File: src/hw/rtl/bankers_safety_allocator_core_assert.svh
// assertion macros for the allocator core
`ifndef BANKERS_SAFETY_ALLOCATOR_CORE_ASSERT_SVH
`define BANKERS_SAFETY_ALLOCATOR_CORE_ASSERT_SVH
`ifndef SYNTH
`define BSA_ASSERT_IMP(lbl, clk, rst, ante, cons) \
  lbl: assert property (@(posedge clk) disable iff (rst) (ante) |-> (cons)) \
    else $error("assertion failed");
`define BSA_ASSERT_NXT(lbl, clk, rst, ante, cons) \
  lbl: assert property (@(posedge clk) disable iff (rst) (ante) |=> (cons)) \
    else $error("assertion failed");
`else
`define BSA_ASSERT_IMP(lbl, clk, rst, ante, cons)
`define BSA_ASSERT_NXT(lbl, clk, rst, ante, cons)
`endif
`endif

File: src/hw/rtl/bsa_pkg.sv
`timescale 1ns / 1ps
package bsa_pkg;
  localparam int PROCS_DEF = 5;
  localparam int RES_DEF = 3;
  localparam int UNIT_W = 8;
  localparam int NUM_AMT = 3;
  localparam int STATUS_W = 3;
  localparam int KIND_W = 2;
  localparam int PROC_FW = 3;
  localparam int DATA_W = 32;
  localparam logic [UNIT_W-1:0] RESET_TOTAL = 8'd10;
  localparam logic [UNIT_W-1:0] RESET_CLAIM = 8'd3;

  localparam logic [KIND_W-1:0] KIND_REQ = 2'd0;
  localparam logic [KIND_W-1:0] KIND_REL = 2'd1;
  localparam logic [KIND_W-1:0] KIND_REINIT = 2'd2;
  localparam logic [KIND_W-1:0] KIND_UNUSED = 2'd3;

  localparam logic [STATUS_W-1:0] ST_DONE = 3'd0;
  localparam logic [STATUS_W-1:0] ST_OVER_NEED = 3'd1;
  localparam logic [STATUS_W-1:0] ST_SHORT = 3'd2;
  localparam logic [STATUS_W-1:0] ST_UNSAFE = 3'd3;
  localparam logic [STATUS_W-1:0] ST_OVER_ALLOC = 3'd4;

  localparam logic CFG_TOTAL = 1'b0;
  localparam logic CFG_CLAIM = 1'b1;

  typedef struct packed {
    logic over_need;
    logic short_free;
    logic over_alloc;
    logic fits;
  } check_t;
endpackage

File: src/hw/rtl/bsa_table.sv
`timescale 1ns / 1ps
module bsa_table #(
  parameter int PROCS = 5,
  parameter int RESOURCES = 3,
  parameter int IDXW = 3
) (
  input  logic clk,
  input  logic rst,
  input  logic clear,
  input  logic [bsa_pkg::UNIT_W-1:0] init_need,
  input  logic wr_en,
  input  logic [IDXW-1:0] wr_addr,
  input  logic [RESOURCES-1:0][bsa_pkg::UNIT_W-1:0] wr_alloc,
  input  logic [RESOURCES-1:0][bsa_pkg::UNIT_W-1:0] wr_need,
  input  logic rd_en,
  input  logic [IDXW-1:0] rd_addr,
  output logic [RESOURCES-1:0][bsa_pkg::UNIT_W-1:0] rd_alloc,
  output logic [RESOURCES-1:0][bsa_pkg::UNIT_W-1:0] rd_need
);
  import bsa_pkg::*;

  logic [RESOURCES-1:0][UNIT_W-1:0] mem_alloc [PROCS];
  logic [RESOURCES-1:0][UNIT_W-1:0] mem_need [PROCS];
  logic [PROCS-1:0] row_vld;
  logic [RESOURCES-1:0][UNIT_W-1:0] alloc_q;
  logic [RESOURCES-1:0][UNIT_W-1:0] need_q;
  logic vld_q;

  always_ff @(posedge clk) begin
    if (wr_en) begin
      mem_alloc[wr_addr] <= wr_alloc;
      mem_need[wr_addr] <= wr_need;
    end
    if (rd_en) begin
      alloc_q <= mem_alloc[rd_addr];
      need_q <= mem_need[rd_addr];
    end
  end

  // rows never written since init read as their init values
  always_ff @(posedge clk) begin
    if (rst || clear) begin
      row_vld <= '0;
      vld_q <= 1'b0;
    end else begin
      if (wr_en) row_vld[wr_addr] <= 1'b1;
      if (rd_en) vld_q <= row_vld[rd_addr];
    end
  end

  always_comb begin
    for (int r = 0; r < RESOURCES; r++) begin
      rd_alloc[r] = vld_q ? alloc_q[r] : '0;
      rd_need[r] = vld_q ? need_q[r] : init_need;
    end
  end
endmodule

File: src/hw/rtl/bsa_row_check.sv
`timescale 1ns / 1ps
module bsa_row_check #(
  parameter int RESOURCES = 3
) (
  input  logic [RESOURCES-1:0][bsa_pkg::UNIT_W-1:0] amt,
  input  logic [RESOURCES-1:0][bsa_pkg::UNIT_W-1:0] alloc,
  input  logic [RESOURCES-1:0][bsa_pkg::UNIT_W-1:0] need,
  input  logic [RESOURCES-1:0][bsa_pkg::UNIT_W-1:0] free_units,
  input  logic [RESOURCES-1:0][bsa_pkg::UNIT_W-1:0] pool,
  input  logic done,
  output bsa_pkg::check_t chk
);
  import bsa_pkg::*;

  always_comb begin
    chk.over_need = 1'b0;
    chk.short_free = 1'b0;
    chk.over_alloc = 1'b0;
    chk.fits = !done;
    for (int r = 0; r < RESOURCES; r++) begin
      if (amt[r] > need[r]) chk.over_need = 1'b1;
      if (amt[r] > free_units[r]) chk.short_free = 1'b1;
      if (amt[r] > alloc[r]) chk.over_alloc = 1'b1;
      if (need[r] > pool[r]) chk.fits = 1'b0;
    end
  end
endmodule

File: src/hw/rtl/bankers_safety_allocator_core.sv
// re-initialize, unused kind or bad process go from S_IDLE straight to S_RESP; release is checked in S_CHECK
// request: refused in S_CHECK, else the safety walk makes up to PROCS passes over the table
// one word in flight; throughput bound by the safety walk, one table row read per cycle
// rst clears tables to zero allocation, need 3, free 10; registers to 10 and 3
// re-initialize reloads the tables from the registers
`timescale 1ns / 1ps
module bankers_safety_allocator_core #(
  parameter int PROCS = bsa_pkg::PROCS_DEF,
  parameter int RESOURCES = bsa_pkg::RES_DEF
) (
  input  logic clk,
  input  logic rst,
  input  logic s_axis_tvalid,
  output logic s_axis_tready,
  input  logic [bsa_pkg::DATA_W-1:0] s_axis_tdata,  // process, amount_0, amount_1, amount_2
  input  logic [bsa_pkg::KIND_W-1:0] s_axis_tuser,  // kind
  output logic m_axis_tvalid,
  input  logic m_axis_tready,
  output logic [bsa_pkg::DATA_W-1:0] m_axis_tdata,  // status, free_0, free_1, free_2
  input  logic cfg_we,
  input  logic cfg_index,
  input  logic [bsa_pkg::UNIT_W-1:0] cfg_data
);
  import bsa_pkg::*;
  `include "bankers_safety_allocator_core_assert.svh"

  localparam int IDXW = (PROCS > 1) ? $clog2(PROCS) : 1;
  localparam int PIW0 = $clog2(PROCS + 1);
  localparam int PIW = (PIW0 > PROC_FW) ? PIW0 : PROC_FW;

  localparam logic [1:0] S_IDLE = 2'd0;
  localparam logic [1:0] S_CHECK = 2'd1;
  localparam logic [1:0] S_WALK = 2'd2;
  localparam logic [1:0] S_RESP = 2'd3;

  typedef logic [RESOURCES-1:0][UNIT_W-1:0] row_t;

  logic [1:0] state;
  logic [KIND_W-1:0] kind_q;
  logic [IDXW-1:0] proc_q;
  row_t amt_q, free_units, pool, orig_alloc, orig_need;
  logic [UNIT_W-1:0] total_units, max_claim, init_need;
  logic [PROCS-1:0] done_mask, done_new;
  logic progress;
  logic [IDXW-1:0] rd_ptr, cmp_ptr;
  logic cmp_vld;
  logic [STATUS_W-1:0] status_q;

  logic accept;
  logic [PIW-1:0] proc_wide;
  logic in_range;
  logic tbl_clear, tbl_wr, tbl_rd;
  logic [IDXW-1:0] tbl_rd_addr;
  row_t wr_alloc, wr_need, rd_alloc, rd_need, amt_in;
  check_t chk;
  logic last_cmp, pass_prog, all_done;
  logic resp_fire;
  logic [DATA_W-1:0] resp_word;

  assign s_axis_tready = (state == S_IDLE);
  assign accept = s_axis_tvalid && s_axis_tready;
  assign proc_wide = PIW'(s_axis_tdata[PROC_FW-1:0]);
  assign in_range = proc_wide < PIW'(PROCS);
  assign tbl_clear = accept && (s_axis_tuser == KIND_REINIT);
  assign resp_fire = (state == S_RESP) && (!m_axis_tvalid || m_axis_tready);

  always_comb begin
    for (int r = 0; r < RESOURCES; r++)
      amt_in[r] = s_axis_tdata[PROC_FW + UNIT_W*r +: UNIT_W];
  end

  always_comb begin
    tbl_rd = 1'b0;
    tbl_rd_addr = rd_ptr;
    if (accept && in_range && (s_axis_tuser == KIND_REQ || s_axis_tuser == KIND_REL)) begin
      tbl_rd = 1'b1;
      tbl_rd_addr = proc_wide[IDXW-1:0];
    end else if (state == S_WALK) begin
      tbl_rd = 1'b1;
    end
  end

  bsa_row_check #(.RESOURCES(RESOURCES)) u_check (
    .amt(amt_q),
    .alloc(rd_alloc),
    .need(rd_need),
    .free_units(free_units),
    .pool(pool),
    .done(done_mask[cmp_ptr]),
    .chk(chk)
  );

  assign last_cmp = cmp_vld && (cmp_ptr == IDXW'(PROCS - 1));
  assign pass_prog = progress || (cmp_vld && chk.fits);
  always_comb begin
    done_new = done_mask;
    if (cmp_vld && chk.fits) done_new[cmp_ptr] = 1'b1;
  end
  assign all_done = (done_new == {PROCS{1'b1}});

  always_comb begin
    tbl_wr = 1'b0;
    wr_alloc = orig_alloc;
    wr_need = orig_need;
    if (state == S_CHECK) begin
      for (int r = 0; r < RESOURCES; r++) begin
        if (kind_q == KIND_REL) begin
          wr_alloc[r] = rd_alloc[r] - amt_q[r];
          wr_need[r] = rd_need[r] + amt_q[r];
        end else begin
          wr_alloc[r] = rd_alloc[r] + amt_q[r];
          wr_need[r] = rd_need[r] - amt_q[r];
        end
      end
      tbl_wr = (kind_q == KIND_REL) ? !chk.over_alloc : !(chk.over_need || chk.short_free);
    end else if (state == S_WALK && last_cmp && (!pass_prog || all_done)) begin
      tbl_wr = !all_done;
    end
  end

  bsa_table #(.PROCS(PROCS), .RESOURCES(RESOURCES), .IDXW(IDXW)) u_table (
    .clk(clk),
    .rst(rst),
    .clear(tbl_clear),
    .init_need(init_need),
    .wr_en(tbl_wr),
    .wr_addr(proc_q),
    .wr_alloc(wr_alloc),
    .wr_need(wr_need),
    .rd_en(tbl_rd),
    .rd_addr(tbl_rd_addr),
    .rd_alloc(rd_alloc),
    .rd_need(rd_need)
  );

  always_ff @(posedge clk) begin
    if (rst) begin
      total_units <= RESET_TOTAL;
      max_claim <= RESET_CLAIM;
    end else if (cfg_we) begin
      unique case (cfg_index)
        CFG_TOTAL: total_units <= cfg_data;
        CFG_CLAIM: max_claim <= cfg_data;
        default: ;
      endcase
    end
  end

  always_ff @(posedge clk) begin
    if (rst) begin
      state <= S_IDLE;
      m_axis_tvalid <= 1'b0;
      init_need <= RESET_CLAIM;
      for (int r = 0; r < RESOURCES; r++) free_units[r] <= RESET_TOTAL;
      cmp_vld <= 1'b0;
    end else begin
      if (resp_fire) m_axis_tvalid <= 1'b1;
      else if (m_axis_tready) m_axis_tvalid <= 1'b0;
      unique case (state)
        S_IDLE: begin
          if (accept) begin
            kind_q <= s_axis_tuser;
            proc_q <= proc_wide[IDXW-1:0];
            amt_q <= amt_in;
            if (s_axis_tuser == KIND_REINIT) begin
              state <= S_RESP;
              status_q <= ST_DONE;
              init_need <= max_claim;
              for (int r = 0; r < RESOURCES; r++) free_units[r] <= total_units;
            end else if ((s_axis_tuser == KIND_REQ || s_axis_tuser == KIND_REL) && in_range) begin
              state <= S_CHECK;
              status_q <= ST_DONE;
            end else if (s_axis_tuser == KIND_REQ) begin
              state <= S_RESP;
              status_q <= ST_OVER_NEED;
            end else if (s_axis_tuser == KIND_REL) begin
              state <= S_RESP;
              status_q <= ST_OVER_ALLOC;
            end else begin
              state <= S_RESP;
              status_q <= ST_DONE;
            end
          end
        end
        S_CHECK: begin
          orig_alloc <= rd_alloc;
          orig_need <= rd_need;
          if (kind_q == KIND_REL) begin
            state <= S_RESP;
            if (chk.over_alloc) begin
              status_q <= ST_OVER_ALLOC;
            end else begin
              for (int r = 0; r < RESOURCES; r++) free_units[r] <= free_units[r] + amt_q[r];
            end
          end else if (chk.over_need) begin
            state <= S_RESP;
            status_q <= ST_OVER_NEED;
          end else if (chk.short_free) begin
            state <= S_RESP;
            status_q <= ST_SHORT;
          end else begin
            for (int r = 0; r < RESOURCES; r++) begin
              free_units[r] <= free_units[r] - amt_q[r];
              pool[r] <= free_units[r] - amt_q[r];
            end
            done_mask <= '0;
            progress <= 1'b0;
            rd_ptr <= '0;
            cmp_vld <= 1'b0;
            state <= S_WALK;
          end
        end
        S_WALK: begin
          rd_ptr <= (rd_ptr == IDXW'(PROCS - 1)) ? '0 : rd_ptr + 1'b1;
          cmp_ptr <= rd_ptr;
          done_mask <= done_new;
          if (cmp_vld && chk.fits) begin
            for (int r = 0; r < RESOURCES; r++) pool[r] <= pool[r] + rd_alloc[r];
          end
          if (last_cmp) begin
            progress <= 1'b0;
            if (!pass_prog || all_done) begin
              cmp_vld <= 1'b0;
              state <= S_RESP;
              if (all_done) begin
                status_q <= ST_DONE;
              end else begin
                status_q <= ST_UNSAFE;
                for (int r = 0; r < RESOURCES; r++)
                  free_units[r] <= free_units[r] + amt_q[r];
              end
            end else begin
              cmp_vld <= 1'b1;
            end
          end else begin
            progress <= pass_prog;
            cmp_vld <= 1'b1;
          end
        end
        S_RESP: begin
          if (resp_fire) state <= S_IDLE;
        end
        default: state <= S_IDLE;
      endcase
    end
  end

  always_comb begin
    resp_word = '0;
    resp_word[STATUS_W-1:0] = status_q;
    for (int r = 0; r < RESOURCES; r++)
      resp_word[STATUS_W + UNIT_W*r +: UNIT_W] = free_units[r];
  end

  always_ff @(posedge clk) begin
    if (resp_fire) m_axis_tdata <= resp_word;
  end

  `BSA_ASSERT_IMP(a_no_rw_clash, clk, rst, tbl_wr && tbl_rd, tbl_rd_addr != proc_q || state == S_WALK)
  `BSA_ASSERT_NXT(a_resp_sent, clk, rst, resp_fire, m_axis_tvalid && state == S_IDLE)
  `BSA_ASSERT_IMP(a_free_hold_walk, clk, rst, state == S_WALK && $past(state) == S_WALK, $stable(free_units))
endmodule

File: config.mk
export PLATFORM = sky130hd
export DESIGN_NAME = bankers_safety_allocator_core
export DESIGN_NICKNAME = d
export VERILOG_FILES = /design/src/hw/rtl/bsa_pkg.sv /design/src/hw/rtl/bsa_table.sv /design/src/hw/rtl/bsa_row_check.sv /design/src/hw/rtl/bankers_safety_allocator_core.sv
export VERILOG_INCLUDE_DIRS = /design/src /design/src/hw/rtl
export SDC_FILE = /design/constraint.sdc
export NUM_CORES = 1
export LEC_CHECK = 0
export BUFFER_PORTS_ARGS = -buffer_cell sky130_fd_sc_hd__buf_2
export CAP_MARGIN = 25
export CORE_ASPECT_RATIO = 0.75
export CORE_UTILIZATION = 68
export DETAILED_ROUTE_END_ITERATION = 12
export PLACE_DENSITY = 0.86
export SYNTH_ARGS = -nofsm -noshare
export SYNTH_HDL_FRONTEND = slang
export SYNTH_SLANG_ARGS = --single-unit
File: constraint.sdc
create_clock -name clk -period 11 [get_ports clk]
set_input_delay 0.55 -clock clk [delete_from_list [all_inputs] [get_ports clk]]
set_output_delay 0.55 -clock clk [all_outputs]
set_load 0.005 [all_outputs]
Word-level counts from Yosys, hierarchy flattened. Memory sizes are Yosys's and may differ from the RTL's. A register that Yosys moved wholly into a read port is not among the register bits. Cells that the tools add are included. Widths: inputs -> output; s select.

Input bits: 48. RAM bits: 240. Bits in registers: 201. Memories: 2.

Memories: u_table.mem_alloc (words 5, bits a word 24, rd ports 1, clocked after Yosys merged registers in 1, wr ports 1, RTL line bsa_table.sv:22) `logic [RESOURCES-1:0][UNIT_W-1:0] mem_alloc [PROCS];`; u_table.mem_need (words 5, bits a word 24, rd ports 1, clocked after Yosys merged registers in 1, wr ports 1, RTL line bsa_table.sv:23) `logic [RESOURCES-1:0][UNIT_W-1:0] mem_need [PROCS];`.

$add $sub $neg: 22. Reductions and logical operators: 41. Bitwise logic cells: 4. Muxes and demuxes: 98. Eq/ne operators: 24. Magnitude comparators: 18.

Operators by type and width (count): $mux 24 (13); $add 8x8->8 (12); $gt 8x8->1 (12); $mux 8 (12); $pmux 24 s3 (1); $sub 8x8->8 (9); $mux 3 (16); $pmux 24 s2 (1); $mux 1 (34); $mux 5 (4); $mux 2 (7); $logic_and 1x1->1 (12); $lt 3x4->1 const B (3); $ne 2x2->1 const B (6); $or 5x5->5 (2); $pmux 5 s2 (1); $pmux 3 s3 (1); $reduce_and 9->1 (1); $ne 2x1->1 const B (4); $pmux 2 s4 (1); $reduce_and 2->1 (4); $reduce_and 4->1 (2); $reduce_and 7->1 (1); $bmux 1 s3 (2); 22 further kinds (46).

Longest topological paths before layout.
Depth after elaboration: 15. Mapped depth: 17.

Cells and area by module. Synthesis repeated with hierarchy kept, for this count alone.

Cell total of the unflattened synthesis: 2226. Area total of the unflattened synthesis: 26160.1 µm².

Modules (own cells, without submodules): bankers_safety_allocator_core (cells an instance 1275, instances 1, sequential area each 5335.1 µm², area each 12702.2 µm²); bsa_table (cells an instance 616, instances 1, sequential area each 8768.4 µm², area each 11079.4 µm²); bsa_row_check (cells an instance 335, instances 1, sequential area each 0.0 µm², area each 2378.5 µm²).

Least setup slack after synthesis. OpenSTA, ideal clock, no wires.

Path type: register to register. From: register u_table.vld_q. To: memory u_table.mem_alloc[0][0] (netlist name) (enable). Arrival: 6381 ps. Cell stages (with the launch flop): 17. Required time: 10487 ps. Period minus slack after synthesis: 6894 ps. Buffers on the path: 4. Path slack: 4106 ps. Path through: dfxtp_1 > clkbuf_1 > clkbuf_1 > clkbuf_1 > nand2_1 > nand2_1 > ha_1 > nand4_1 > nor2_1 > a211oi_1 > nor3_1 > and3_1 > buf_6 > or3_1 > a211oi_2 > o21ai_2 > nor3_1.

RTL lines: from (decl) (RTL line bsa_table.sv:27) `logic vld_q;`; from (signal assigned) (RTL line bsa_table.sv:47) `if (rd_en) vld_q <= row_vld[rd_addr];`; to (decl) (RTL line bsa_table.sv:22).

==> results.py <==
metrics = {
    "synth": {
        "netlist-cell-type-count": 79,
        "synth-seq-cells": 489,
        "asyncSetResetFlopFracSynth_pct": 0,
        "syn_area_per_cell_sq_um": 12.46,
        "yosysSeqAreaShare_pct": 55.05,
        "synth-edff-count": 431,
        "postSynthCellCount": 2056,
        "yosys_warnings": 0,
        "synth_area_sq_um": 25620,
        "yosys_most_used_dff": "sky130_fd_sc_hd__edfxtp_1",
    },
    "timing": {
        "layout_setup_ws_ns": 5.324,
        "fin_hold_ws_ns": 0.1313,
        "fin_crit_ns": 5.676,
        "finClkSkew_ns": 0.02926,
        "finalCritPeriodShare_pct": 51.60,
        "fmaxAchievable_mhz": 176.2,
        "max_slew.worst_pin.slew_ns": 1.152,
        "setup-violations-final": 0,
        "slew_headroom_pct": 22.42,
        "setup_total_negative_slack_ns": 0,
        "timing_max_transition_violations_final": 0,
        "timing_hold_violations_final": 0,
        "rsz_0062_raised_after_global_routing": "false",
    },
    "floorplanning": {
        "die_height_um": 170.1,
        "initial_utilization_pct": 69.07,
        "fp-row-count": 61,
        "die_area_sq_um": 38470,
        "coreArea_sq_um": 37090,
        "die_x_um": 226.1,
        "ioPinCount": 82,
    },
    "worst_hold_path": {
        "holdCritPathClass": "in -> reg",
    },
    "global_routing": {
        "grt_start_max_net_pins": 73,
        "wire_length_of_the_first_global_routing_pass_um": 96130,
        "vias_in_the_first_global_route": 16929,
        "grt_overflow_total": 0,
        "antenna_found_initial": 1,
        "track_usage_pct": 33.48,
    },
    "place": {
        "post-dp-hpwl_um": 41890,
        "port_buffers": 71,
        "dp.cells": 2568,
        "place_worst_setup_slack_ns": 5.112,
        "place_congestion": 0.9313,
    },
    "worst_setup_path": {
        "setup.worst_path.class": "reg -> reg",
        "cpMostUsedCell": "sky130_fd_sc_hd__buf_4",
        "worst_ep_required_time_ns": 11.21,
        "crit_path_max_fanout": 57,
        "cp_num_buf_inv": 4,
        "crit_path_cell_trace": "buf_4, nor2b_1, buf_4, a21oi_1, inv_1, ha_1, nand4_1, nor2_1, a21oi_1, nor3_1, and3_1, or3_1, a211oi_2, o21ai_2, nor3_2, buf_4",
        "crit_path_end_kind": "flip-flop",
        "timing.critical_path.slowest_stage_cell": "sky130_fd_sc_hd__buf_4",
        "worst_stage_delay_on_the_critical_path_ns": 0.65,
        "cp-start-kind": "flip-flop",
        "arrival_ns": 5.89,
        "cpLargestDelayFamily": "buffers and inverters",
    },
    "power_and_ir_drop": {
        "leakage_nw": 10.72,
        "post-layout-total-power_w": 0.006981,
        "worst_ir_drop_vdd_mv": 0.1634,
        "cellPowerDensity_nw_per_um2": 249.0,
    },
    "routing": {
        "post_drt_via_cell_ratio": 6.404,
        "routedWlPerCell_um": 23.69,
        "drc_errors": 2,
        "firstDrtPassIters": 9,
        "route.vias.total": 17010,
        "detail_route.wirelength_um": 62930,
        "detailedRoute.firstIterationViolations": 1729,
        "detail-route-antenna-nets": 0,
    },
    "clocking": {
        "clk_path_buf_depth": 3,
        "ctsResizeCount": 0,
        "post_cts.repair.setup_buffers": 0,
        "clockRootBuffer": "sky130_fd_sc_hd__clkbuf_16",
        "cts.hold.buffers_added": 0,
        "cts_buffers": 47,
        "cts.htree.levels": 2,
        "clkSlewWorstSetupHoldPaths_ns": 0.07,
        "clock_sinks": 489,
        "clk_latency_ns": 0.59,
        "cts_tree": "built",
    },
    "finish": {
        "relative_area_change_from_synthesis_to_final_layout_pct": 9.445,
        "area_of_the_multi_input_gates_sq_um": 10730,
        "ff_latch_area_sq_um": 14100,
        "layout.filler_cells": 2351,
        "final_nets": 2372,
        "antenna_cells": 0,
        "layout.cells.non_filler": 2656,
        "final_layout_size_suffix_gt1_share_pct": 14.96,
    },
    "flow_run": {
        "cap_viol_max_count": 0,
    },
    "run_status": {
        "failing_checks": "design-rule violations",
        "status": "finished, violations left",
    },
}
## state kept, by name, indices dropped and copies added (netlist names), 8 cells and up
register and flops:
u_table.alloc_q 24, amt_q 24, init_need 8, orig_alloc 24
u_table.mem_need 120, free_units 24, pool 24, total_units 8
u_table.need_q 24, u_table.mem_alloc 120, max_claim 8, orig_need 24
m_axis_tdata 27
## per-stage QoR
| step | cell area (sq um) | util, % |
|---|---|---|
| after floorplan | 25640 | - |
| after global placement | 26510 | 71.48 |
| after detailed placement | 26510 | 71.48 |
| after CTS | 28010 | 75.52 |
| after global routing | 28040 | 75.60 |
| final | 28040 | 75.60 |
## Yosys cell counts, types with 4 or more instances
cell type | number | area (sq um)
sky130_fd_sc_hd__a211o_1 | 18 | 157.7
sky130_fd_sc_hd__a211oi_1 | 8 | 60.06
sky130_fd_sc_hd__a21o_1 | 34 | 255.2
sky130_fd_sc_hd__a21oi_1 | 174 | 870.8
sky130_fd_sc_hd__a21oi_2 | 4 | 35.03
sky130_fd_sc_hd__a31o_2 | 4 | 35.03
sky130_fd_sc_hd__a31oi_1 | 8 | 50.05
sky130_fd_sc_hd__and2_1 | 23 | 143.9
sky130_fd_sc_hd__and3_1 | 6 | 37.54
sky130_fd_sc_hd__buf_2 | 9 | 45.04
sky130_fd_sc_hd__buf_4 | 8 | 60.06
sky130_fd_sc_hd__clkbuf_1 | 72 | 270.3
sky130_fd_sc_hd__dfxtp_1 | 58 | 1161
sky130_fd_sc_hd__edfxtp_1 | 431 | 12940
sky130_fd_sc_hd__fa_1 | 21 | 420.4
sky130_fd_sc_hd__ha_1 | 188 | 2352
sky130_fd_sc_hd__inv_1 | 131 | 491.7
sky130_fd_sc_hd__mux2_2 | 68 | 765.7
sky130_fd_sc_hd__mux2i_1 | 15 | 150.1
sky130_fd_sc_hd__mux4_2 | 49 | 1104
sky130_fd_sc_hd__nand2_1 | 178 | 668.1
sky130_fd_sc_hd__nand2b_1 | 20 | 125.1
sky130_fd_sc_hd__nand3_1 | 19 | 95.09
sky130_fd_sc_hd__nand3b_1 | 14 | 105.1
sky130_fd_sc_hd__nand4_1 | 7 | 43.79
sky130_fd_sc_hd__nor2_1 | 111 | 416.7
sky130_fd_sc_hd__nor2b_1 | 26 | 162.7
sky130_fd_sc_hd__nor3_1 | 17 | 85.08
sky130_fd_sc_hd__nor3b_1 | 4 | 30.03
sky130_fd_sc_hd__nor4_1 | 4 | 25.02
sky130_fd_sc_hd__o211ai_1 | 16 | 120.1
sky130_fd_sc_hd__o21a_1 | 15 | 112.6
sky130_fd_sc_hd__o21ai_0 | 88 | 440.4
sky130_fd_sc_hd__o21ai_1 | 6 | 30.03
sky130_fd_sc_hd__o21bai_1 | 41 | 307.8
sky130_fd_sc_hd__o22ai_1 | 10 | 62.56
sky130_fd_sc_hd__o31ai_1 | 11 | 82.58
sky130_fd_sc_hd__or3_1 | 5 | 31.28
sky130_fd_sc_hd__xnor2_1 | 64 | 560.5
sky130_fd_sc_hd__xor2_1 | 16 | 140.1
## path summary, 6_finish.rpt
| check | to | depth (start not counted) | slack [ns] | from |
|---|---|---|---|---|
| worst max-delay path | u_table.mem_need[0][11] | 16 | 5.32 | u_table.vld_q |
| worst min-delay path | amt_q[14] | 1 | 0.13 | s_axis_tdata[17] |
| worst max register to register | u_table.mem_need[0][11] | 16 | 5.32 | u_table.vld_q |
| worst min register to register | m_axis_tdata[2] | 0 | 0.43 | status_q[2] |
## worst reg2reg max path, stage by stage, from the launching register on
cell	delay [ns]
sky130_fd_sc_hd__dfxtp_2	0.31
sky130_fd_sc_hd__buf_4	0.52
sky130_fd_sc_hd__nor2b_1	0.15
sky130_fd_sc_hd__buf_4	0.21
sky130_fd_sc_hd__a21oi_1	0.48
sky130_fd_sc_hd__inv_1	0.23
sky130_fd_sc_hd__ha_1	0.36
sky130_fd_sc_hd__nand4_1	0.11
sky130_fd_sc_hd__nor2_1	0.06
sky130_fd_sc_hd__a21oi_1	0.58
sky130_fd_sc_hd__nor3_1	0.16
sky130_fd_sc_hd__and3_1	0.31
sky130_fd_sc_hd__or3_1	0.39
sky130_fd_sc_hd__a211oi_2	0.31
sky130_fd_sc_hd__o21ai_2	0.25
sky130_fd_sc_hd__nor3_2	0.16
sky130_fd_sc_hd__buf_4	0.65
## power by group
part           internal (W)  total [W]  switching, W  leakage [nW]
logic               0.00101    0.00270       0.00169          5.58
registers           0.00253    0.00268      0.000151          4.41
clock network      0.000885    0.00160      0.000715         0.727
total               0.00443    0.00698       0.00255          10.7
## cells in the final DEF, fill, tap and decap left out, types with 7 or more instances in the layout
master	Yosys	routed
sky130_fd_sc_hd__o21ai_0	88	87
sky130_fd_sc_hd__fa_1	21	21
sky130_fd_sc_hd__buf_4	8	26
sky130_fd_sc_hd__dfxtp_1	58	57
sky130_fd_sc_hd__clkinv_1	1	10
sky130_fd_sc_hd__a21oi_1	174	174
sky130_fd_sc_hd__nor3_1	17	16
sky130_fd_sc_hd__nor2_1	111	106
sky130_fd_sc_hd__inv_1	131	131
sky130_fd_sc_hd__nand3_1	19	19
sky130_fd_sc_hd__mux4_2	49	49
sky130_fd_sc_hd__nand3b_1	14	14
sky130_fd_sc_hd__xnor2_1	64	64
sky130_fd_sc_hd__o211ai_1	16	16
sky130_fd_sc_hd__o21bai_1	41	41
sky130_fd_sc_hd__clkbuf_1	72	12
sky130_fd_sc_hd__nand2b_1	20	20
sky130_fd_sc_hd__nor2b_1	26	24
sky130_fd_sc_hd__clkbuf_16	0	49
sky130_fd_sc_hd__mux2_2	68	68
sky130_fd_sc_hd__and2_1	23	23
sky130_fd_sc_hd__nand4_1	7	7
sky130_fd_sc_hd__o31ai_1	11	11
sky130_fd_sc_hd__ha_1	188	187
sky130_fd_sc_hd__buf_2	9	71
sky130_fd_sc_hd__xor2_1	16	16
sky130_fd_sc_hd__o22ai_1	10	10
sky130_fd_sc_hd__nand2_1	178	178
sky130_fd_sc_hd__a211o_1	18	18
sky130_fd_sc_hd__edfxtp_1	431	431
sky130_fd_sc_hd__mux2i_1	15	12
sky130_fd_sc_hd__o21a_1	15	14
sky130_fd_sc_hd__a21o_1	34	34
sky130_fd_sc_hd__a211oi_1	8	8
sky130_fd_sc_hd__o21ai_1	6	7
sky130_fd_sc_hd__a31oi_1	8	8
## routing by layer
metal  share of wire (%)  global-route usage, %
met5                   0                      0
met4                 3.7                  12.72
met3                 7.7                  6.336
met2                  48                  55.08
met1                  41                  44.48
## kinds of logic (layout without fill, tap and decap cells)
kind of cell,count (synthesis),in the layout,share of synthesized area [%]
AND/OR/NAND/NOR,442,442,8.029
flip-flops,489,489,55.05
other,1,5,0.01464
buffers and inverters,225,317,3.516
adder cells (fa/ha/maj),209,209,10.82
multiplexers,133,133,7.941
AO/OA/AOI/OAI,477,477,11.90
XOR/XNOR,80,80,2.735
## layout make-up
type | count | area share, %
tap | 504 | 2.249
clock inverter | 23 | 0.7184
inverter | 132 | 1.767
timing repair buffer | 99 | 2.061
multi-input combinational | 1346 | 38.27
clock buffer | 63 | 4.632
sequential | 489 | 50.30
(Power assumes the default switching activity.)
